[src/rtl/core/cbba_pkg.sv]
`timescale 1ns / 1ps
`default_nettype none

package cbba_pkg;

	// Map geometry
	localparam int NUM_BLOCKS = 1024;
	localparam int IDX_W      = $clog2(NUM_BLOCKS);
	localparam int LIM_W      = $clog2(NUM_BLOCKS + 1);

	// Fixed field widths
	localparam int REG_W      = 11;
	localparam int ADDR_W     = 10;
	localparam int CNT_W      = 11;
	localparam int S_TDATA_W  = 24;
	localparam int M_TDATA_W  = 16;

	// Width of the shared index counter and its bound
	localparam int SCAN_W     = (LIM_W > REG_W) ? LIM_W : REG_W;

	localparam logic [REG_W-1:0] BLOCKS_RESET = REG_W'(1024);

	// Request kinds carried on s_tuser
	localparam logic REQ_FIND    = 1'b0;
	localparam logic REQ_RESERVE = 1'b1;

	// Result status carried on m_tuser
	localparam logic STAT_OK       = 1'b0;
	localparam logic STAT_NOTFOUND = 1'b1;

	typedef struct packed {
		logic             en;
		logic [IDX_W-1:0] addr;
		logic             data;
	} map_wr_t;

	typedef struct packed {
		logic             en;
		logic [IDX_W-1:0] addr;
	} map_rd_t;

endpackage

`default_nettype wire

[src/rtl/core/cbba_map.sv]
`timescale 1ns / 1ps
`default_nettype none

// Used/free map storage: one write port, one registered read port.
module cbba_map (
	input  wire logic              clk,
	input  wire cbba_pkg::map_wr_t wr,
	input  wire cbba_pkg::map_rd_t rd,
	output logic                   rdata
);

	logic mem [cbba_pkg::NUM_BLOCKS];

	always_ff @(posedge clk) begin
		if (wr.en) begin
			mem[wr.addr] <= wr.data;
		end
		if (rd.en) begin
			rdata <= mem[rd.addr];
		end
	end

endmodule

`default_nettype wire

[src/rtl/core/contiguous_block_bitmap_allocator.sv]
`timescale 1ns / 1ps
`default_nettype none

// First-fit contiguous block allocator over a used/free bitmap of NUM_BLOCKS
// entries held in a single-port-write, registered-read memory. One index
// counter with one bound compare is reused by every operation, under a small
// sequencer that handles one transaction at a time. After reset the block runs
// a clearing pass that writes every map entry free, one per cycle, over all
// NUM_BLOCKS (1024) entries; s_tready stays low until it ends, while cfg writes
// are taken as usual. A find (s_tuser = 0) walks the map from block 0 one entry
// per cycle and stops at the first run of block_count free blocks, or answers
// not-found when nothing fits within min(blocks_in_use, NUM_BLOCKS) blocks; a
// zero count answers not-found at once. A reserve (s_tuser = 1) writes one map
// entry per cycle over the range clipped to the covered blocks and always
// answers status 0, address 0. One result stays in the output register until
// taken; the block returns to s_tready once it has handed its result to that
// register.
module contiguous_block_bitmap_allocator (
	input  wire logic                              clk,
	input  wire logic                              arst_n,

	// Configuration: blocks_in_use
	input  wire logic                              cfg_we,
	input  wire logic [cbba_pkg::REG_W-1:0]        cfg_wdata,

	// Requests
	input  wire logic                              s_tvalid,
	output logic                                   s_tready,
	input  wire logic [cbba_pkg::S_TDATA_W-1:0]    s_tdata,   // [9:0] start_index, [20:10] block_count, [23:21] zero
	input  wire logic                              s_tuser,   // req_type

	// Results
	output logic                                   m_tvalid,
	input  wire logic                              m_tready,
	output logic [cbba_pkg::M_TDATA_W-1:0]         m_tdata,   // [9:0] address, [15:10] zero
	output logic                                   m_tuser    // status
);

	localparam int SCAN_W = cbba_pkg::SCAN_W;
	localparam int IDX_W  = cbba_pkg::IDX_W;
	localparam int ADDR_W = cbba_pkg::ADDR_W;
	localparam int CNT_W  = cbba_pkg::CNT_W;

	typedef enum logic [2:0] {
		ST_CLEAR,
		ST_IDLE,
		ST_FIND,
		ST_RESV,
		ST_WAIT
	} state_t;

	state_t                         state_q;
	logic [cbba_pkg::REG_W-1:0]     blocks_in_use_q;

	// Shared index counter and its bound
	logic [SCAN_W-1:0]              idx_q;
	logic [SCAN_W-1:0]              bound_q;
	logic                           in_range;

	// Find bookkeeping
	logic [CNT_W-1:0]               count_q;
	logic [CNT_W-1:0]               run_q;
	logic [CNT_W-1:0]               run_next;
	logic [SCAN_W-1:0]              first_q;
	logic                           rd_vld_s1;
	logic [SCAN_W-1:0]              rd_idx_s1;

	// Pending result, then output register
	logic                           res_status_q;
	logic [ADDR_W-1:0]              res_addr_q;
	logic                           m_tvalid_q;
	logic                           m_status_q;
	logic [ADDR_W-1:0]              m_addr_q;

	// Request fields
	logic                           req_type;
	logic [ADDR_W-1:0]              start_index;
	logic [CNT_W-1:0]               block_count;

	logic [SCAN_W-1:0]              limit;
	logic [SCAN_W-1:0]              reg_ext;
	logic [SCAN_W:0]                resv_sum;
	logic [SCAN_W-1:0]              resv_end;

	cbba_pkg::map_wr_t              map_wr;
	cbba_pkg::map_rd_t              map_rd;
	logic                           map_rdata;

	logic                           s_fire;
	logic                           out_free;

	assign req_type    = s_tuser;
	assign start_index = s_tdata[ADDR_W-1:0];
	assign block_count = s_tdata[ADDR_W+CNT_W-1:ADDR_W];

	assign s_tready = (state_q == ST_IDLE);
	assign s_fire   = s_tvalid && s_tready;
	assign out_free = !m_tvalid_q || m_tready;

	assign m_tvalid = m_tvalid_q;
	assign m_tuser  = m_status_q;
	assign m_tdata  = {(cbba_pkg::M_TDATA_W - ADDR_W)'(0), m_addr_q};

	// Covered size saturates at the map depth
	assign reg_ext = SCAN_W'(blocks_in_use_q);
	assign limit   = (reg_ext > SCAN_W'(cbba_pkg::NUM_BLOCKS)) ?
	                 SCAN_W'(cbba_pkg::NUM_BLOCKS) : reg_ext;

	// Reserve range end, clipped to the covered blocks; the sum keeps its carry
	assign resv_sum = (SCAN_W+1)'(start_index) + (SCAN_W+1)'(block_count);
	assign resv_end = (resv_sum > {1'b0, limit}) ? limit : resv_sum[SCAN_W-1:0];

	// The one compare that every walk shares
	assign in_range = (idx_q < bound_q);

	assign run_next = run_q + CNT_W'(1);

	always_comb begin
		map_wr.en   = 1'b0;
		map_wr.addr = idx_q[IDX_W-1:0];
		map_wr.data = 1'b0;
		map_rd.en   = 1'b0;
		map_rd.addr = idx_q[IDX_W-1:0];
		unique case (state_q)
			ST_CLEAR: begin
				map_wr.en   = in_range;
				map_wr.data = 1'b0;
			end
			ST_RESV: begin
				map_wr.en   = in_range;
				map_wr.data = 1'b1;
			end
			ST_FIND: begin
				map_rd.en   = in_range;
			end
			default: begin
			end
		endcase
	end

	cbba_map u_map (
		.clk   (clk),
		.wr    (map_wr),
		.rd    (map_rd),
		.rdata (map_rdata)
	);

	always_ff @(posedge clk or negedge arst_n) begin
		if (!arst_n) begin
			state_q         <= ST_CLEAR;
			blocks_in_use_q <= cbba_pkg::BLOCKS_RESET;
			idx_q           <= '0;
			bound_q         <= SCAN_W'(cbba_pkg::NUM_BLOCKS);
			rd_vld_s1       <= 1'b0;
			m_tvalid_q      <= 1'b0;
		end else begin
			if (cfg_we) begin
				blocks_in_use_q <= cfg_wdata;
			end

			// Load a waiting result into a free output register; drop it once taken
			if ((state_q == ST_WAIT) && out_free) begin
				m_tvalid_q <= 1'b1;
			end else if (m_tvalid_q && m_tready) begin
				m_tvalid_q <= 1'b0;
			end

			// Entry data comes back in the cycle after each read of the walk
			rd_vld_s1 <= (state_q == ST_FIND) && in_range;

			unique case (state_q)
				ST_CLEAR: begin
					// Sweep every entry free, then open the request side
					if (in_range) begin
						idx_q <= idx_q + SCAN_W'(1);
					end else begin
						state_q <= ST_IDLE;
					end
				end

				ST_IDLE: begin
					if (s_fire) begin
						if (req_type == cbba_pkg::REQ_RESERVE) begin
							idx_q   <= SCAN_W'(start_index);
							bound_q <= resv_end;
							state_q <= ST_RESV;
						end else begin
							idx_q   <= '0;
							bound_q <= limit;
							count_q <= block_count;
							run_q   <= '0;
							if (block_count == '0) begin
								res_status_q <= cbba_pkg::STAT_NOTFOUND;
								res_addr_q   <= '0;
								state_q      <= ST_WAIT;
							end else begin
								state_q <= ST_FIND;
							end
						end
					end
				end

				ST_FIND: begin
					// Issue the next read while the previous entry comes back
					rd_idx_s1 <= idx_q;
					if (in_range) begin
						idx_q <= idx_q + SCAN_W'(1);
					end
					if (rd_vld_s1) begin
						if (!map_rdata) begin
							if (run_q == '0) begin
								first_q <= rd_idx_s1;
							end
							run_q <= run_next;
							if (run_next == count_q) begin
								res_status_q <= cbba_pkg::STAT_OK;
								res_addr_q   <= (run_q == '0) ? rd_idx_s1[ADDR_W-1:0]
								                              : first_q[ADDR_W-1:0];
								state_q      <= ST_WAIT;
							end
						end else begin
							run_q <= '0;
						end
					end else if (!in_range) begin
						// Walk ended with no read in flight: nothing fits
						res_status_q <= cbba_pkg::STAT_NOTFOUND;
						res_addr_q   <= '0;
						state_q      <= ST_WAIT;
					end
				end

				ST_RESV: begin
					// Mark one entry used per cycle up to the clipped end
					if (in_range) begin
						idx_q <= idx_q + SCAN_W'(1);
					end else begin
						res_status_q <= cbba_pkg::STAT_OK;
						res_addr_q   <= '0;
						state_q      <= ST_WAIT;
					end
				end

				ST_WAIT: begin
					// Hold the result until the output register is free
					if (out_free) begin
						m_status_q <= res_status_q;
						m_addr_q   <= res_addr_q;
						state_q    <= ST_IDLE;
					end
				end

				default: begin
					state_q <= ST_IDLE;
				end
			endcase
		end
	end

`ifndef SYNTH
	// One transaction at a time: an accepted request closes the request side
	a_one_at_a_time: assert property (@(posedge clk) disable iff (!arst_n)
		s_tvalid && s_tready |=> !s_tready)
		else $error("request accepted while another is in progress");

	// Returned map data always belongs to a read issued the cycle before
	a_read_pipe: assert property (@(posedge clk) disable iff (!arst_n)
		rd_vld_s1 |-> $past(map_rd.en))
		else $error("map data consumed without a matching read");

	// The map changes only during the clearing pass or a reserve walk
	a_write_owner: assert property (@(posedge clk) disable iff (!arst_n)
		map_wr.en |-> (state_q == ST_CLEAR || state_q == ST_RESV))
		else $error("map written outside clear or reserve");

	// A result is loaded only into a free output register
	a_no_overwrite: assert property (@(posedge clk) disable iff (!arst_n)
		(state_q == ST_WAIT) && m_tvalid_q && !m_tready |=> $stable(m_addr_q))
		else $error("pending result overwritten");
`endif

endmodule

`default_nettype wire
[config.mk]
export PLATFORM = sky130hd
export DESIGN_NAME = contiguous_block_bitmap_allocator
export DESIGN_NICKNAME = d
export VERILOG_FILES = /design/src/rtl/core/cbba_pkg.sv /design/src/rtl/core/cbba_map.sv /design/src/rtl/core/contiguous_block_bitmap_allocator.sv
export SDC_FILE = /design/constraint.sdc
export NUM_CORES = 2
export LEC_CHECK = 0
export BUFFER_PORTS_ARGS = -buffer_cell sky130_fd_sc_hd__buf_2
export CAP_MARGIN = 20
export CELL_PAD_IN_SITES_DETAIL_PLACEMENT = 0
export CELL_PAD_IN_SITES_GLOBAL_PLACEMENT = 1
export CORE_ASPECT_RATIO = 1.25
export CORE_MARGIN = 5
export CORE_UTILIZATION = 57
export CTS_CLUSTER_DIAMETER = 200
export DETAILED_ROUTE_END_ITERATION = 16
export PLACE_DENSITY_LB_ADDON = 0.1
export SYNTH_ARGS = -nofsm -noshare
export SYNTH_HDL_FRONTEND = slang
export SYNTH_SLANG_ARGS = --single-unit
[constraint.sdc]
create_clock -name clk -period 48 [get_ports clk]
set_input_delay 9.6 -clock clk [delete_from_list [all_inputs] [get_ports clk]]
set_output_delay 9.6 -clock clk [all_outputs]
set_load 0.05 [all_outputs]
After elaboration in Yosys (flattened, before gate mapping)
Memory sizes are Yosys's and may differ from the RTL's. A register that Yosys moved wholly into a read port is not among the register bits.
Cells that the tools add are included.
{"block": "op_classes", "addsub": 3, "order_cmp": 3, "eq_ne": 16, "muxes": 47, "n_bitwise": 2, "reduce_logical": 25}
{"cell": "11-bit two-way mux", "n": 9}
{"cell": "10-bit two-way mux", "n": 9}
{"cell": "11-bit one-hot mux with 2 select lines", "n": 2}
{"cell": "10-bit one-hot mux with 3 select lines", "n": 1}
{"cell": "3-bit two-way mux", "n": 9}
{"cell": "11-bit by 1-bit adder with 11-bit output (second input constant)", "n": 2}
{"cell": "11-bit logical NOT", "n": 2}
{"cell": "1-bit two-way mux", "n": 15}
{"cell": "3-bit one-hot mux with 5 select lines", "n": 1}
{"cell": "5-bit AND reduction", "n": 3}
{"cell": "10-bit by 11-bit adder with 12-bit output", "n": 1}
{"cell": "12-bit by 11-bit > comparator with 1-bit output", "n": 1}
{"cell": "11-bit == test", "n": 1}
{"cell": "11-bit > comparator (second input constant)", "n": 1}
{"cell": "11-bit < comparator", "n": 1}
{"cell": "2-bit inequality test (second input constant)", "n": 5}
{"cell": "9-bit AND reduction", "n": 1}
{"cell": "7-bit AND reduction", "n": 1}
{"cell": "3-bit by 2-bit == test with 1-bit output (second input constant)", "n": 2}
{"cell": "2-bit by 1-bit inequality test with 1-bit output (second input constant)", "n": 3}
{"cell": "3-bit inequality test (second input constant)", "n": 2}
{"cell": "3-bit AND reduction", "n": 2}
{"cell": "2-bit nonzero test", "n": 3}
{"cell": "1-bit logical AND", "n": 4}
{"cell": "13 further kinds", "n": 15}
{"block": "word_totals", "regBits": 102, "ramBits": 1024, "input_bits": 41, "elab_cells": 111, "n_memories": 1}
{"memory": "u_map.mem", "depth": 1024, "word_bits": 1, "rd": 1, "rd_ports_with_merged_regs": 1, "write_ports": 1, "line": "cbba_map.sv:12", "source": "logic mem [cbba_pkg::NUM_BLOCKS];"}

Depth between registers and ports, before layout
{"block": "depth", "ltp_word": 6, "mapped_depth": 16}

Cells and area by module
Synthesis repeated with hierarchy kept, for this count alone.
{"block": "hier_totals", "hier_cells": 3663, "area_unflattened_um2": 50558.5}
{"mod": "cbba_map", "n_inst": 1, "cells_each": 3112, "area_each_um2": 44666.6, "seq_area_each_um2": 30779.5}
{"mod": "contiguous_block_bitmap_allocator", "n_inst": 1, "cells_each": 551, "area_each_um2": 5891.9, "seq_area_each_um2": 2875.3}

Worst setup path after synthesis
No wires, ideal clock.
{"block": "synth_timing", "path_type": "flip-flop to flip-flop", "from": "register state_q[1]", "to": "memory u_map.mem[0], data pin", "setup_time_ns": 2.892, "arrival_time_ns": 13.689, "required_time_ns": 45.108, "path_slack_ns": 31.418, "path_stages_with_launch": 5, "n_path_buf": 1, "cell_sequence": "dfrtp_1 > clkbuf_1 > inv_1 > nor2_1 > and2_1"}
{"element": "start, declared", "line": "contiguous_block_bitmap_allocator.sv:52", "source": "state_t state_q;"}
{"element": "start signal, assigned", "line": "contiguous_block_bitmap_allocator.sv:150", "source": "state_q <= ST_CLEAR;"}
{"element": "start signal, assigned", "line": "contiguous_block_bitmap_allocator.sv:177", "source": "state_q <= ST_IDLE;"}
{"element": "start signal, assigned", "line": "contiguous_block_bitmap_allocator.sv:186", "source": "state_q <= ST_RESV;"}
{"element": "end, declared", "line": "cbba_map.sv:12"}

Worst setup path after layout
{"block": "layout_timing", "from": "input s_tdata[1] (netlist bit)", "to": "register bound_q[7]"}
{"block": "layout_via", "elab_chain_cells": 4}
{"element": "start, declared", "line": "contiguous_block_bitmap_allocator.sv:29", "source": "input wire logic [cbba_pkg::S_TDATA_W-1:0] s_tdata,"}
{"element": "10-bit by 11-bit adder with 12-bit output (*)", "line": "contiguous_block_bitmap_allocator.sv:110", "source": "assign resv_sum = (SCAN_W+1)'(start_index) + (SCAN_W+1)'(block_count);"}
{"element": "12-bit by 11-bit > comparator with 1-bit output", "line": "contiguous_block_bitmap_allocator.sv:111", "source": "assign resv_end = (resv_sum > {1'b0, limit}) ? limit : resv_sum[SCAN_W-1:0];"}
{"element": "11-bit two-way mux (*)", "line": "contiguous_block_bitmap_allocator.sv:111"}
{"element": "11-bit two-way mux (*)", "line": "contiguous_block_bitmap_allocator.sv:183", "source": "if (req_type == cbba_pkg::REQ_RESERVE) begin"}
{"element": "end signal, assigned", "line": "contiguous_block_bitmap_allocator.sv:153", "source": "bound_q <= SCAN_W'(cbba_pkg::NUM_BLOCKS);"}
{"element": "end signal, assigned", "line": "contiguous_block_bitmap_allocator.sv:185", "source": "bound_q <= resv_end;"}
{"element": "end signal, assigned", "line": "contiguous_block_bitmap_allocator.sv:189", "source": "bound_q <= limit;"}
{"element": "end, declared", "line": "contiguous_block_bitmap_allocator.sv:57", "source": "logic [SCAN_W-1:0] bound_q;"}
Mark *: on every way between the ends. The rest lies on a longest branch, timed or not.
A chain may end at the register's enable or synchronous reset.

==> metrics <==
final worst path period need 13.05 ns; outcome completed; post-synthesis cell area 0.0498 mm²; post-synthesis cell count 3879; critical path's slowest cell a2111oi_0; Fin Clk Skew 0.0266 ns; crit path kind in2reg; syn avg cell area 12.8 µm²; Yosys reg bits 1127; clock edge transition at the registers on the reported setup and hold paths ~0.060 ns; CTS tree yes; peak supply drop 0.0639 mV; initial antenna violation count 0; row cnt 121; Starting Density a little under three fifths; hold violation total from the final report 0; Worst EP required 48.53 ns; crit-path max FO 11; drt drc 0; Finished Cell Area 0.0549 mm²; Die Height about 340 µm; WL final 144000 µm; synth warn 0; worst skew pair latency between 0.6 and 0.7 ns; Die X approximately 270 µm; Seq/Total Area, Yosys 67.6%; top_reg_cell synth edfxtp_1; # resized after CTS 0; Hold WS 0.443 ns; clock sinks between 1000 and 1500; Hold-fix buffers, CTS 0; Layout Utilization 63.2%; CP Launch Type input port; Post-synth EDFFs 1089; RSZ-0062 raised after global routing false; Synth async-reset ratio under 10%; Vias 32146; period utilisation layout between 20 and 30%; Layout area overhead 10.2%; # IOs 60; Port Buffers 50; largest net degree at the start of global routing ~300; commonest non-fill, non-tap cells in the layout nor2_1, edfxtp_1, mux2i_1; cts bufs inserted 111; Total GRT Usage a little under a third; initial drt markers 4284; worst slew pin tran approximately 1.2 ns; Layout Nets 3866; DR WL/cell 28.5 µm; CP cell instances buf_2 -> ha_1 -> a21oi_1 -> o21ai_0 -> a2111oi_0 -> o21ai_0 -> nor2b_1 -> ha_1 -> nand4_1 -> nor3_1 -> a311o_1 -> nand3_1 -> a31oi_1 -> o21ai_0; Slew Limit Fails 0; Placeable Area between 0.08 and 0.09 mm²; Final HPWL DP 74900 µm; Slew HR 19.1%; Remaining Overflow, GRT 0; CP Capture Type flip-flop; post-CTS setup buffers 0; most common cell after layout, fill and taps aside nor2_1; Pwr Total 0.00298 W; Root Buffer clkbuf_16; Max H-tree Level 3; min-delay worst type reg2reg; DR vias/cell 6.37; Final TNS setup 0 ns; total of max-cap violations 0; P per Cell Area approximately 54 mW/mm²; leakage power 18.2 nW; f_max between 70 and 80 MHz; n_diodes 0; Top cell by count, worst path o21ai_0; number of global-route vias before repair 31477; first-pass GRT wire length 207000 µm; unique cell type count in the Yosys netlist 64; Final GP Congestion 0.839; CP max stage delay 0.78 ns; FILL cells around 6700; First-pass DRT Iterations 6; clock tree buffer depth 3; Routed Antenna Nets 0; placed instance area about 0.05 mm²; # setup viols final 0; layout cells sized above 1 10.7%; Die ar. approximately 0.093 mm²; Crit path arrival time 13.58 ns
-- final cells by class --
type                    instances  area, µm²  share of cell area, %
inverters                      30        113                  0.205
well taps                    1168       1460                   2.66
repair buffers                143       1210                   2.21
clock buffers                 128       2860                   5.22
multi-input cells            2374      14900                   27.1
flip-flops and latches       1127      33700                   61.3
clock inverters                76        698                   1.27
-- critical path, delay by kind of cell --
family | cells | cell delay [ns]
simple gates | 4 | 1.09
buf+inv | 1 | 0.14
compound gates | 7 | 2.12
fa+ha+maj | 2 | 0.61
-- report_power, final --
group	internal, W	switching, W
clock network	0.000490	0.000367
logic	0.000273	0.000602
registers	0.00121	0.0000351
-- through the flow --
step                worst slack [ns]  std cells
floorplan                      31.42       3884
global placement               34.28       4828
detailed placement             34.34       4829
CTS                            35.01       5033
global route                   34.68       5046
finish                         34.95       5046
-- sequential cells by signal, summed over array words and instances, names as in the netlist --
register	cells
rd_vld_s1	1
idx_q	11
rd_idx_s1	10
state_q	3
first_q	10
count_q	11
res_addr_q	10
u_map.rdata	1
run_q	11
m_tvalid	1
m_tuser	1
bound_q	11
blocks_in_use_q	11
u_map.mem	1024
res_status_q	1
m_addr_q	10
-- synthesized netlist by cell type, drive strengths merged (7+ instances only) --
cell	n	share of area, %
ha	37	0.93
inv	30	0.23
edfxtp	1089	66
buf	93	0.98
a31oi	13	0.16
nand2	101	0.76
xor2	16	0.28
o22ai	200	2.5
nor3	35	0.35
nand2b	7	0.088
nor2	1092	8.2
nand4	26	0.33
a211oi	10	0.19
a21oi	29	0.29
nor2b	18	0.23
mux2i	448	9.0
o2111ai	8	0.14
nor4	40	0.50
xnor2	13	0.23
clkbuf	260	2.0
nand3	60	0.60
mux4	39	1.8
and3	10	0.13
o21ai	48	0.49
mux2	15	0.34
or4	13	0.20
dfrtp	36	1.8
-- logic make-up after synthesis --
family	after synthesis	share of synthesized area [%]
mux	502	11.1
simple gates	1443	12.1
other cells	1	0.00753
fa+ha+maj	38	0.970
xor+xnor	29	0.510
compound gates	356	4.58
buf+inv	383	3.17
flops	1127	67.6
-- worst paths after layout --
path	to	slack [ns]	depth (start not counted)	from
min in group asynchronous	blocks_in_use_q[0]	9.02	2	arst_n
worst max-delay path	bound_q[7]	34.95	14	s_tdata[1]
worst max register to register	u_map.rdata	42.30	11	idx_q[1]
worst min-delay path	m_tuser	0.44	0	res_status_q
max in group asynchronous	idx_q[0]	38.54	2	arst_n
worst min register to register	m_tuser	0.44	0	res_status_q
-- routing by layer --
layer,up-vias,track usage [%],share of wire (%)
li1,13940,-,-
met1,16333,39.8,38
met2,1520,49.9,48
met3,353,6.03,9.1
met4,0,12.2,4.6
met5,-,0,0
No activity file was read; power rests on OpenSTA's default activity.
